### src/dda_pkg.sv
`timescale 1ns / 1ps
// ----------------------------------------------------------------------------
// DDA line stepper package
// Types shared by the controller, the datapath and the top level.
// ----------------------------------------------------------------------------
package dda_pkg;

    // Controller states.
    typedef enum logic
    {
        ST_ACCEPT,
        ST_DIVIDE
    } state_t;

    // Item kinds on the input channel.
    localparam logic KIND_START = 1'b0;
    localparam logic KIND_NEXT  = 1'b1;

    // Commands from the controller to the datapath.
    typedef struct packed
    {
        logic in_ready;
        logic load_line;
        logic step_point;
        logic div_step;
    } cmd_t;

    // Status from the datapath to the controller.
    typedef struct packed
    {
        logic in_valid;
        logic in_kind;
        logic n_zero;
        logic out_free;
        logic line_active;
    } status_t;

endpackage

### src/dda_if.sv
`timescale 1ns / 1ps
// ----------------------------------------------------------------------------
// DDA line stepper channels
// Valid/ready channels for endpoint words in and point words out.
// ----------------------------------------------------------------------------
interface dda_in_if #(
    parameter int COORD_BITS = 8
) ();
    logic                  valid;
    logic                  ready;
    logic                  kind;
    logic [COORD_BITS-1:0] start_x;
    logic [COORD_BITS-1:0] start_y;
    logic [COORD_BITS-1:0] end_x;
    logic [COORD_BITS-1:0] end_y;

    modport source (output valid, kind, start_x, start_y, end_x, end_y, input ready);
    modport sink (input valid, kind, start_x, start_y, end_x, end_y, output ready);
endinterface

interface dda_out_if #(
    parameter int COORD_BITS = 8
) ();
    logic                  valid;
    logic                  ready;
    logic [COORD_BITS-1:0] point_x;
    logic [COORD_BITS-1:0] point_y;
    logic                  last_point;

    modport source (output valid, point_x, point_y, last_point, input ready);
    modport sink (input valid, point_x, point_y, last_point, output ready);
endinterface

### src/dda_ctrl.sv
`timescale 1ns / 1ps
// ----------------------------------------------------------------------------
// DDA line stepper controller
// Accepts words, issues load and step commands and sequences the division.
// ----------------------------------------------------------------------------
module dda_ctrl #(
    parameter int FRAC_BITS = 16
) (
    input  logic            clk,
    input  logic            rst_n,
    input  dda_pkg::status_t st,
    output dda_pkg::cmd_t    cmd
);
    import dda_pkg::*;

    localparam int CNT_W = $clog2(FRAC_BITS);

    state_t             state_reg;
    state_t             state_next;
    logic [CNT_W-1:0]   div_cnt_reg;
    logic [CNT_W-1:0]   div_cnt_next;
    logic               in_fire;

    // State and division counter registers.
    always_ff @(posedge clk or negedge rst_n)
    begin
        if (!rst_n)
        begin
            state_reg   <= ST_ACCEPT;
            div_cnt_reg <= '0;
        end
        else
        begin
            state_reg   <= state_next;
            div_cnt_reg <= div_cnt_next;
        end
    end

    // Next state and commands.
    always_comb
    begin
        state_next   = state_reg;
        div_cnt_next = div_cnt_reg;
        cmd          = '0;
        in_fire      = 1'b0;
        case (state_reg)
            ST_ACCEPT:
            begin
                cmd.in_ready = st.out_free;
                in_fire      = st.in_valid && st.out_free;
                if (in_fire)
                begin
                    if (st.in_kind == KIND_START)
                    begin
                        cmd.load_line = 1'b1;
                        div_cnt_next  = '0;
                        if (!st.n_zero)
                        begin
                            state_next = ST_DIVIDE;
                        end
                    end
                    else if (st.line_active)
                    begin
                        cmd.step_point = 1'b1;
                    end
                end
            end
            ST_DIVIDE:
            begin
                // One quotient bit per cycle on both axes.
                cmd.div_step = 1'b1;
                if (div_cnt_reg == CNT_W'(FRAC_BITS - 1))
                begin
                    state_next = ST_ACCEPT;
                end
                else
                begin
                    div_cnt_next = div_cnt_reg + 1'b1;
                end
            end
            default:
            begin
                state_next = ST_ACCEPT;
            end
        endcase
    end

`ifndef SYNTHESIS
    // No word is taken while the increments are still being divided out.
    a_no_accept_in_divide: assert property (@(posedge clk) disable iff (!rst_n)
        state_reg == ST_DIVIDE |-> !cmd.in_ready)
        else $error("input accepted during division");

    // A point step only happens on an active line.
    a_step_needs_line: assert property (@(posedge clk) disable iff (!rst_n)
        cmd.step_point |-> st.line_active)
        else $error("step issued with no active line");

    // The division counter never runs past the fraction width.
    a_cnt_bound: assert property (@(posedge clk) disable iff (!rst_n)
        state_reg == ST_DIVIDE |-> div_cnt_reg <= CNT_W'(FRAC_BITS - 1))
        else $error("division counter out of range");

    // A line start that needs division always enters the divide state.
    a_load_divides: assert property (@(posedge clk) disable iff (!rst_n)
        cmd.load_line && !st.n_zero |=> state_reg == ST_DIVIDE)
        else $error("division not started");
`endif

endmodule

### src/dda_datapath.sv
`timescale 1ns / 1ps
// ----------------------------------------------------------------------------
// DDA line stepper datapath
// Endpoint differences, restoring dividers, accumulators and output register.
// ----------------------------------------------------------------------------
module dda_datapath #(
    parameter int COORD_BITS = 8,
    parameter int FRAC_BITS  = 16
) (
    input  logic             clk,
    input  logic             rst_n,
    dda_in_if.sink           line_in,
    dda_out_if.source        point_out,
    input  dda_pkg::cmd_t    cmd,
    output dda_pkg::status_t st
);
    import dda_pkg::*;

    localparam int C     = COORD_BITS;
    localparam int F     = FRAC_BITS;
    localparam int ACC_W = C + F;

    // Line set-up terms from the input word.
    logic         neg_x;
    logic         neg_y;
    logic [C-1:0] mag_x;
    logic [C-1:0] mag_y;
    logic [C-1:0] n_in;

    // Stored line state.
    logic [ACC_W-1:0] acc_x_reg;
    logic [ACC_W-1:0] acc_y_reg;
    logic [ACC_W-1:0] acc_x_next;
    logic [ACC_W-1:0] acc_y_next;
    logic             neg_x_reg;
    logic             neg_y_reg;
    logic [F:0]       q_x_reg;
    logic [F:0]       q_y_reg;
    logic [C-1:0]     rem_x_reg;
    logic [C-1:0]     rem_y_reg;
    logic [C-1:0]     n_reg;
    logic [C-1:0]     steps_left_reg;

    // Divider trial subtraction.
    logic [C+1:0]     trial_x;
    logic [C+1:0]     trial_y;
    logic [C:0]       rem2_x;
    logic [C:0]       rem2_y;

    // Output register.
    logic             out_valid_reg;
    logic [C-1:0]     point_x_reg;
    logic [C-1:0]     point_y_reg;
    logic             last_reg;

    // Absolute differences and step count.
    always_comb
    begin
        neg_x = line_in.end_x < line_in.start_x;
        neg_y = line_in.end_y < line_in.start_y;
        mag_x = neg_x ? (line_in.start_x - line_in.end_x) : (line_in.end_x - line_in.start_x);
        mag_y = neg_y ? (line_in.start_y - line_in.end_y) : (line_in.end_y - line_in.start_y);
        n_in  = (mag_x > mag_y) ? mag_x : mag_y;
    end

    // Trial subtraction of the shifted remainder against the step count.
    always_comb
    begin
        rem2_x  = {rem_x_reg, 1'b0};
        rem2_y  = {rem_y_reg, 1'b0};
        trial_x = {1'b0, rem2_x} - {2'b00, n_reg};
        trial_y = {1'b0, rem2_y} - {2'b00, n_reg};
    end

    // Accumulators move by the signed increment.
    always_comb
    begin
        acc_x_next = neg_x_reg ? (acc_x_reg - ACC_W'(q_x_reg)) : (acc_x_reg + ACC_W'(q_x_reg));
        acc_y_next = neg_y_reg ? (acc_y_reg - ACC_W'(q_y_reg)) : (acc_y_reg + ACC_W'(q_y_reg));
    end

    // Line payload: accumulators, signs and divider registers.
    always_ff @(posedge clk)
    begin
        if (cmd.load_line)
        begin
            acc_x_reg <= {line_in.start_x, {F{1'b0}}};
            acc_y_reg <= {line_in.start_y, {F{1'b0}}};
            neg_x_reg <= neg_x;
            neg_y_reg <= neg_y;
            n_reg     <= n_in;
            // The integer bit of the quotient is set only when the axis
            // moves a full unit per step.
            q_x_reg   <= {{F{1'b0}}, (mag_x == n_in)};
            q_y_reg   <= {{F{1'b0}}, (mag_y == n_in)};
            rem_x_reg <= (mag_x == n_in) ? '0 : mag_x;
            rem_y_reg <= (mag_y == n_in) ? '0 : mag_y;
        end
        else if (cmd.div_step)
        begin
            q_x_reg <= {q_x_reg[F-1:0], ~trial_x[C+1]};
            q_y_reg <= {q_y_reg[F-1:0], ~trial_y[C+1]};
            rem_x_reg <= trial_x[C+1] ? rem2_x[C-1:0] : trial_x[C-1:0];
            rem_y_reg <= trial_y[C+1] ? rem2_y[C-1:0] : trial_y[C-1:0];
        end
        else if (cmd.step_point)
        begin
            acc_x_reg <= acc_x_next;
            acc_y_reg <= acc_y_next;
        end
    end

    // Remaining step count; zero means no line is active.
    always_ff @(posedge clk or negedge rst_n)
    begin
        if (!rst_n)
        begin
            steps_left_reg <= '0;
        end
        else if (cmd.load_line)
        begin
            steps_left_reg <= n_in;
        end
        else if (cmd.step_point)
        begin
            steps_left_reg <= steps_left_reg - 1'b1;
        end
    end

    // Output word valid flag.
    always_ff @(posedge clk or negedge rst_n)
    begin
        if (!rst_n)
        begin
            out_valid_reg <= 1'b0;
        end
        else if (cmd.load_line || cmd.step_point)
        begin
            out_valid_reg <= 1'b1;
        end
        else if (point_out.ready)
        begin
            out_valid_reg <= 1'b0;
        end
    end

    // Output word payload.
    always_ff @(posedge clk)
    begin
        if (cmd.load_line)
        begin
            point_x_reg <= line_in.start_x;
            point_y_reg <= line_in.start_y;
            last_reg    <= (n_in == '0);
        end
        else if (cmd.step_point)
        begin
            point_x_reg <= acc_x_next[ACC_W-1:F];
            point_y_reg <= acc_y_next[ACC_W-1:F];
            last_reg    <= (steps_left_reg == C'(1));
        end
    end

    // Ports and status.
    assign line_in.ready        = cmd.in_ready;
    assign point_out.valid      = out_valid_reg;
    assign point_out.point_x    = point_x_reg;
    assign point_out.point_y    = point_y_reg;
    assign point_out.last_point = last_reg;

    assign st.in_valid    = line_in.valid;
    assign st.in_kind     = line_in.kind;
    assign st.n_zero      = (n_in == '0);
    assign st.out_free    = !out_valid_reg || point_out.ready;
    assign st.line_active = (steps_left_reg != '0);

`ifndef SYNTHESIS
    // The last step of a line leaves the block idle.
    a_last_goes_idle: assert property (@(posedge clk) disable iff (!rst_n)
        cmd.step_point && steps_left_reg == C'(1) |=> steps_left_reg == '0)
        else $error("line still active after its last step");

    // The divider remainder stays below the step count.
    a_rem_bound: assert property (@(posedge clk) disable iff (!rst_n)
        cmd.div_step |-> rem_x_reg < n_reg && rem_y_reg < n_reg)
        else $error("divider remainder out of range");

    // A point word is never written over one that has not been taken.
    a_no_overwrite: assert property (@(posedge clk) disable iff (!rst_n)
        (cmd.load_line || cmd.step_point) |-> (!out_valid_reg || point_out.ready))
        else $error("output word overwritten");
`endif

endmodule

### src/dda_line_stepper.sv
`timescale 1ns / 1ps
// ----------------------------------------------------------------------------
// DDA line stepper
// Steps along a line between endpoints, one point word per start or step.
// ----------------------------------------------------------------------------
//  Channel     Direction  Contents
//  line_in     in         kind, start_x, start_y, end_x, end_y
//  point_out   out        point_x, point_y, last_point
//
//  A start word puts the first point in the output register; unless the line
//  has no steps, the increments are then worked out one quotient bit per
//  cycle in a restoring divider per axis before the next word is taken.
//  Next words, one per cycle unless output stalls, add the increments once.
//  A next word while no line is active is taken and gives no point.
//  rst_n clears the controller, the step count and the output valid flag.
//  A stalled output holds its word and stops further input until taken.
// ----------------------------------------------------------------------------
module dda_line_stepper #(
    parameter int COORD_BITS = 8,
    parameter int FRAC_BITS  = 16
) (
    input  logic      clk,
    input  logic      rst_n,
    dda_in_if.sink    line_in,
    dda_out_if.source point_out
);
    import dda_pkg::*;

    cmd_t    cmd;
    status_t st;

    // Control sequencing.
    dda_ctrl #(
        .FRAC_BITS (FRAC_BITS)
    ) u_ctrl (
        .clk   (clk),
        .rst_n (rst_n),
        .st    (st),
        .cmd   (cmd)
    );

    // Arithmetic and output register.
    dda_datapath #(
        .COORD_BITS (COORD_BITS),
        .FRAC_BITS  (FRAC_BITS)
    ) u_datapath (
        .clk       (clk),
        .rst_n     (rst_n),
        .line_in   (line_in),
        .point_out (point_out),
        .cmd       (cmd),
        .st        (st)
    );

endmodule
### src/flat_wrapper.sv
// flat-port wrapper written by rule: the top's interface ports become plain ports
module dda_line_stepper_flat import dda_pkg::*;
#(
    parameter int COORD_BITS = 8,
    parameter int FRAC_BITS  = 16
)
  (clk, rst_n, line_in_valid, line_in_kind, line_in_start_x, line_in_start_y, line_in_end_x, line_in_end_y, line_in_ready, point_out_valid, point_out_point_x, point_out_point_y, point_out_last_point, point_out_ready);
  dda_in_if #(.COORD_BITS(COORD_BITS)) line_in_i ();
  dda_out_if #(.COORD_BITS(COORD_BITS)) point_out_i ();
  input  logic clk;
  input  logic rst_n;
  input wire logic [$bits(line_in_i.valid)-1:0] line_in_valid;
  input wire logic [$bits(line_in_i.kind)-1:0] line_in_kind;
  input wire logic [$bits(line_in_i.start_x)-1:0] line_in_start_x;
  input wire logic [$bits(line_in_i.start_y)-1:0] line_in_start_y;
  input wire logic [$bits(line_in_i.end_x)-1:0] line_in_end_x;
  input wire logic [$bits(line_in_i.end_y)-1:0] line_in_end_y;
  output wire logic [$bits(line_in_i.ready)-1:0] line_in_ready;
  output wire logic [$bits(point_out_i.valid)-1:0] point_out_valid;
  output wire logic [$bits(point_out_i.point_x)-1:0] point_out_point_x;
  output wire logic [$bits(point_out_i.point_y)-1:0] point_out_point_y;
  output wire logic [$bits(point_out_i.last_point)-1:0] point_out_last_point;
  input wire logic [$bits(point_out_i.ready)-1:0] point_out_ready;
  assign line_in_i.valid = line_in_valid;
  assign line_in_i.kind = line_in_kind;
  assign line_in_i.start_x = line_in_start_x;
  assign line_in_i.start_y = line_in_start_y;
  assign line_in_i.end_x = line_in_end_x;
  assign line_in_i.end_y = line_in_end_y;
  assign line_in_ready = line_in_i.ready;
  assign point_out_valid = point_out_i.valid;
  assign point_out_point_x = point_out_i.point_x;
  assign point_out_point_y = point_out_i.point_y;
  assign point_out_last_point = point_out_i.last_point;
  assign point_out_i.ready = point_out_ready;
  dda_line_stepper #(.COORD_BITS(COORD_BITS), .FRAC_BITS(FRAC_BITS)) u_core (.clk(clk), .rst_n(rst_n), .line_in(line_in_i), .point_out(point_out_i));
endmodule
### config.mk
export PLATFORM = sky130hd
export DESIGN_NAME = dda_line_stepper_flat
export DESIGN_NICKNAME = d
export VERILOG_FILES = /design/src/dda_pkg.sv /design/src/dda_if.sv /design/src/dda_ctrl.sv /design/src/dda_datapath.sv /design/src/dda_line_stepper.sv /design/src/flat_wrapper.sv
export SDC_FILE = /design/constraint.sdc
export NUM_CORES = 1
export LEC_CHECK = 0
export BUFFER_PORTS_ARGS = -buffer_cell sky130_fd_sc_hd__clkbuf_2
export CORE_UTILIZATION = 57
export DETAILED_ROUTE_END_ITERATION = 12
export PLACE_DENSITY = 0.78
export SETUP_SLACK_MARGIN = 0.1
export SLEW_MARGIN = 25
export SYNTH_ARGS = -nofsm -noshare
export SYNTH_HDL_FRONTEND = slang
export SYNTH_SLANG_ARGS = --single-unit
### constraint.sdc
create_clock -name clk -period 3.7 [get_ports clk]
set_clock_uncertainty 0.1 [all_clocks]
set_input_delay 0.185 -clock clk [delete_from_list [all_inputs] [get_ports clk]]
set_output_delay 0.185 -clock clk [all_outputs]
set_load 0.02 [all_outputs]
==> flow_summary.json <==
{
  "die_w_um": 137,
  "period_minus_slack_ps": 3890,
  "violated_checks": "negative setup slack",
  "portBuffers": 55,
  "synthArstFlopShare": 0.101,
  "cts_tree": "done",
  "postRouteAntennaNets": 0,
  "initial_core_util": 0.582,
  "detailedRoute.firstIterationViolations": 1082,
  "multi_input_area_mm2": 0.00739,
  "leakage_power_total_uw": 0.00628,
  "design.die.area_mm2": 0.0189,
  "setup_slack_ps": -187,
  "synth_ff_type": "sky130_fd_sc_hd__dfxtp_1",
  "number_of_global_route_vias_before_repair": 9827,
  "yosys_register_bits": 139,
  "setup_repair_after_global_routing_missed_its_margin": "yes",
  "final.fill_count": 1035,
  "detailed_place_hpwl_um": 20400,
  "core_area_mm2": 0.0180,
  "regArea_mm2": 0.00347,
  "syn-instance-count": 1162,
  "synth_area_per_cell_um2": 9.00,
  "netlist_area_mm2": 0.0105,
  "via_count": 10500,
  "cp_launch_point": "u_core.u_datapath.q_x_reg[0]",
  "crit_arrival_ps": 3930,
  "core.rowCount": 49,
  "area_delta_synth_final_pct": 35.0,
  "hold_viol": 0,
  "grt_pass1_wl_um": 46400,
  "utilization": 0.785,
  "synth_enable_flop_cells": 61,
  "hold_path.class": "primary input to register",
  "cts.root.buffer_cell": "sky130_fd_sc_hd__clkbuf_16",
  "synth.yosys.warnings": 0,
  "longest_clk_path_bufs": 2,
  "cts_buffers": 17,
  "fin_setup_tns_ps": -1360,
  "route.detailed.drc": 0,
  "drt_pass1_iterations": 5,
  "timing_worst_setup_path_type": "register to register",
  "track_usage": 0.315,
  "slew_violations": 0,
  "cts.sinks": 139,
  "io_pins": 56,
  "cts.clk_slew.worst_paths_ps": 60,
  "insertedDiodeCount": 0,
  "power.density_cell_area_mw_per_mm2": 903,
  "relSlewSlack": 0.347,
  "cts_htree_levels": 4,
  "route.final.wire_length_um": 33000,
  "gr-total-overflow": 0,
  "holdCritStartpoint": "point_out_ready",
  "timing.final.setup_violations": 26,
  "clock_latency_ps": 440,
  "avgViaCountPerCell": 6.30,
  "grt_start_max_net_pins": 73,
  "layout_worst_path_cycle_share": 1.05,
  "worst_ep_required_time_ps": 3750,
  "wl_per_cell_um": 19.8,
  "rr_startpoint": "u_core.u_datapath.q_x_reg[0]",
  "worstSetupStartpointType": "register",
  "drv.max_cap_violation_count": 0,
  "part_of_the_yosys_area_used_for_sequential_elements": 0.331,
  "yosysUniqueCellTypes": 80,
  "pre_cts_ws_ps": -477,
  "number_of_antenna_violations_at_the_first_check_in_global_routing": 0,
  "gpl.final_weighted_congestion": 0.918,
  "finish.net_count": 1574,
  "die_h_um": 137,
  "net_count_synth": 1309,
  "worst-slew-pin-transition_ps": 978,
  "ir_drop_v": 0.000550,
  "timing.fmax_ghz": 0.257,
  "outcome": "finished with violations",
  "timing.critical_path.fanout_max": 3,
  "post_route_cells_drive_above_1_share": 0.330,
  "endpoint_kind": "register"
}
power by group:
group          switching [uW]  total (uW)  internal [uW]
registers                 473        2850           2370
logic                    4350        8220           3870
clock network             714        1670            959
routing by layer:
metal  global-route usage  share of wire  wire length, um  vias up
li1                     -              -                -     4790
met1                0.376           0.38            12600     5012
met2                0.555           0.50            16500      569
met3               0.0607          0.073             2400      144
met4                0.123          0.048             1570        0
met5                    0              0                0        -
cells in the final DEF (no fill, tap or decap), types with 14 or more instances in the layout:
master                        n
sky130_fd_sc_hd__xnor2_1     67
sky130_fd_sc_hd__mux2i_1     16
sky130_fd_sc_hd__a21oi_1     44
sky130_fd_sc_hd__a22o_1      25
sky130_fd_sc_hd__nor3_1      24
sky130_fd_sc_hd__nor2_1      58
sky130_fd_sc_hd__edfxtp_1    61
sky130_fd_sc_hd__nand3_1     48
sky130_fd_sc_hd__a21o_1      34
sky130_fd_sc_hd__dfxtp_1     62
sky130_fd_sc_hd__o21ai_0     74
sky130_fd_sc_hd__buf_4      215
sky130_fd_sc_hd__inv_1       80
sky130_fd_sc_hd__clkbuf_2    53
sky130_fd_sc_hd__nand2_1     72
sky130_fd_sc_hd__xor2_1      24
sky130_fd_sc_hd__o21ai_1     18
sky130_fd_sc_hd__dfrtp_1     14
sky130_fd_sc_hd__ha_1        86
sky130_fd_sc_hd__clkbuf_16   19
path summary, 6_finish.rpt:
| kind | endpoint | slack [ps] | cells past startpoint |
|---|---|---|---|
| max in group asynchronous | u_core.u_datapath.steps_left_reg[3] | 3090 | 2 |
| worst max-delay path | u_core.u_datapath.point_out.point_x[7] | -190 | 22 |
| min in group asynchronous | u_core.u_ctrl.div_cnt_reg[0] | 110 | 2 |
| worst min register to register | u_core.u_datapath.acc_x_reg[0] | 380 | 2 |
| worst min-delay path | u_core.u_datapath.point_out.valid | 8 | 3 |
| worst max register to register | u_core.u_datapath.point_out.point_x[7] | -190 | 22 |
cell usage after synthesis (4+ instances only):
library cell               number  area (um^2)
sky130_fd_sc_hd__inv_1         88          330
sky130_fd_sc_hd__nand2_1       79          297
sky130_fd_sc_hd__mux2_2        10          113
sky130_fd_sc_hd__a211oi_1       6         45.0
sky130_fd_sc_hd__nand3_1       54          270
sky130_fd_sc_hd__a31oi_1        6         37.5
sky130_fd_sc_hd__xor2_1        24          210
sky130_fd_sc_hd__dfrtp_1       14          350
sky130_fd_sc_hd__dfxtp_1       64         1280
sky130_fd_sc_hd__a2111o_1       4         45.0
sky130_fd_sc_hd__a31o_2         7         61.3
sky130_fd_sc_hd__nand2b_1      13         81.3
sky130_fd_sc_hd__nor2_1        67          251
sky130_fd_sc_hd__nor2b_1        9         56.3
sky130_fd_sc_hd__o21ai_0       98          490
sky130_fd_sc_hd__nor3_1        28          140
sky130_fd_sc_hd__buf_1          5         18.8
sky130_fd_sc_hd__or3_1          8         50.1
sky130_fd_sc_hd__o31ai_1        4         30.0
sky130_fd_sc_hd__clkbuf_1      27          101
sky130_fd_sc_hd__a22o_1        25          219
sky130_fd_sc_hd__o21bai_1       6         45.0
sky130_fd_sc_hd__o21a_1        14          105
sky130_fd_sc_hd__a211o_1        6         52.6
sky130_fd_sc_hd__ha_1         102         1280
sky130_fd_sc_hd__nor4_1         7         43.8
sky130_fd_sc_hd__o211ai_1      11         82.6
sky130_fd_sc_hd__a21oi_1       62          310
sky130_fd_sc_hd__and2_1         5         31.3
sky130_fd_sc_hd__a21o_1        34          255
sky130_fd_sc_hd__fa_1           8          160
sky130_fd_sc_hd__mux2i_1       26          260
sky130_fd_sc_hd__xnor2_1       73          639
sky130_fd_sc_hd__edfxtp_1      61         1830
sky130_fd_sc_hd__and3_1        10         62.6
sky130_fd_sc_hd__a21boi_0       7         52.6
sky130_fd_sc_hd__o22ai_1       12         75.1
sky130_fd_sc_hd__nand4_1        8         50.1
critical path, stage by stage (launching register included):
cell                       delay, ps
sky130_fd_sc_hd__edfxtp_1        460
sky130_fd_sc_hd__inv_2           120
sky130_fd_sc_hd__ha_4            150
sky130_fd_sc_hd__nand2_2          50
sky130_fd_sc_hd__nor3_2           90
sky130_fd_sc_hd__buf_4           160
sky130_fd_sc_hd__nand2_4          50
sky130_fd_sc_hd__nor2_4          130
sky130_fd_sc_hd__buf_6           130
sky130_fd_sc_hd__buf_4           120
sky130_fd_sc_hd__a21oi_2          60
sky130_fd_sc_hd__xnor2_1         210
sky130_fd_sc_hd__ha_1            300
sky130_fd_sc_hd__buf_4           150
sky130_fd_sc_hd__buf_4           130
sky130_fd_sc_hd__a21oi_4         130
sky130_fd_sc_hd__o21ai_2         100
sky130_fd_sc_hd__a211oi_2        250
sky130_fd_sc_hd__o41ai_2         110
sky130_fd_sc_hd__a21oi_1         210
sky130_fd_sc_hd__xnor2_1         150
sky130_fd_sc_hd__buf_4           170
sky130_fd_sc_hd__o21ai_1          80
logic make-up (layout without fill, tap and decap cells):
kind of cell	Yosys count	count (layout)	synth area share
DFF	139	139	0.331
adders and majority gates	110	110	0.137
xor gates and xnor gates	98	98	0.0828
muxes	37	37	0.0367
AOI/OAI and AO/OA	347	347	0.226
and+or+nand+nor	307	307	0.141
buffers and inverters	124	402	0.0449
what timing repair did:
item                       in CTS  in global routing
gates resized for setup        61                114
hold buffers                    1                  0
pin swaps                      52                 80
setup buffers                  17                 19
setup endpoints to repair      50                 66
hold endpoints to repair       14                  0
layout make-up:
type | instances | share of cell area
clock buffers | 21 | 0.0349
clock inverters | 11 | 0.00559
inverters | 89 | 0.0247
multi-input cells | 899 | 0.524
flip-flops and latches | 139 | 0.246
well taps | 229 | 0.0203
repair buffers | 281 | 0.145
metrics by stage:
step | instances | power, uW | hold slack [ps] | cell area (um^2)
after floorplan | 1162 | 7350 | -211 | 10700
after global placement | 1601 | 9190 | 22.3 | 12500
after detailed placement | 1601 | 9440 | 24.6 | 12500
after CTS | 1651 | 11600 | 0.344 | 13400
after global routing | 1669 | 13500 | 29.7 | 14100
final | 1669 | 12700 | 8.23 | 14100
Note: power is estimated with default switching activity, not from simulation.
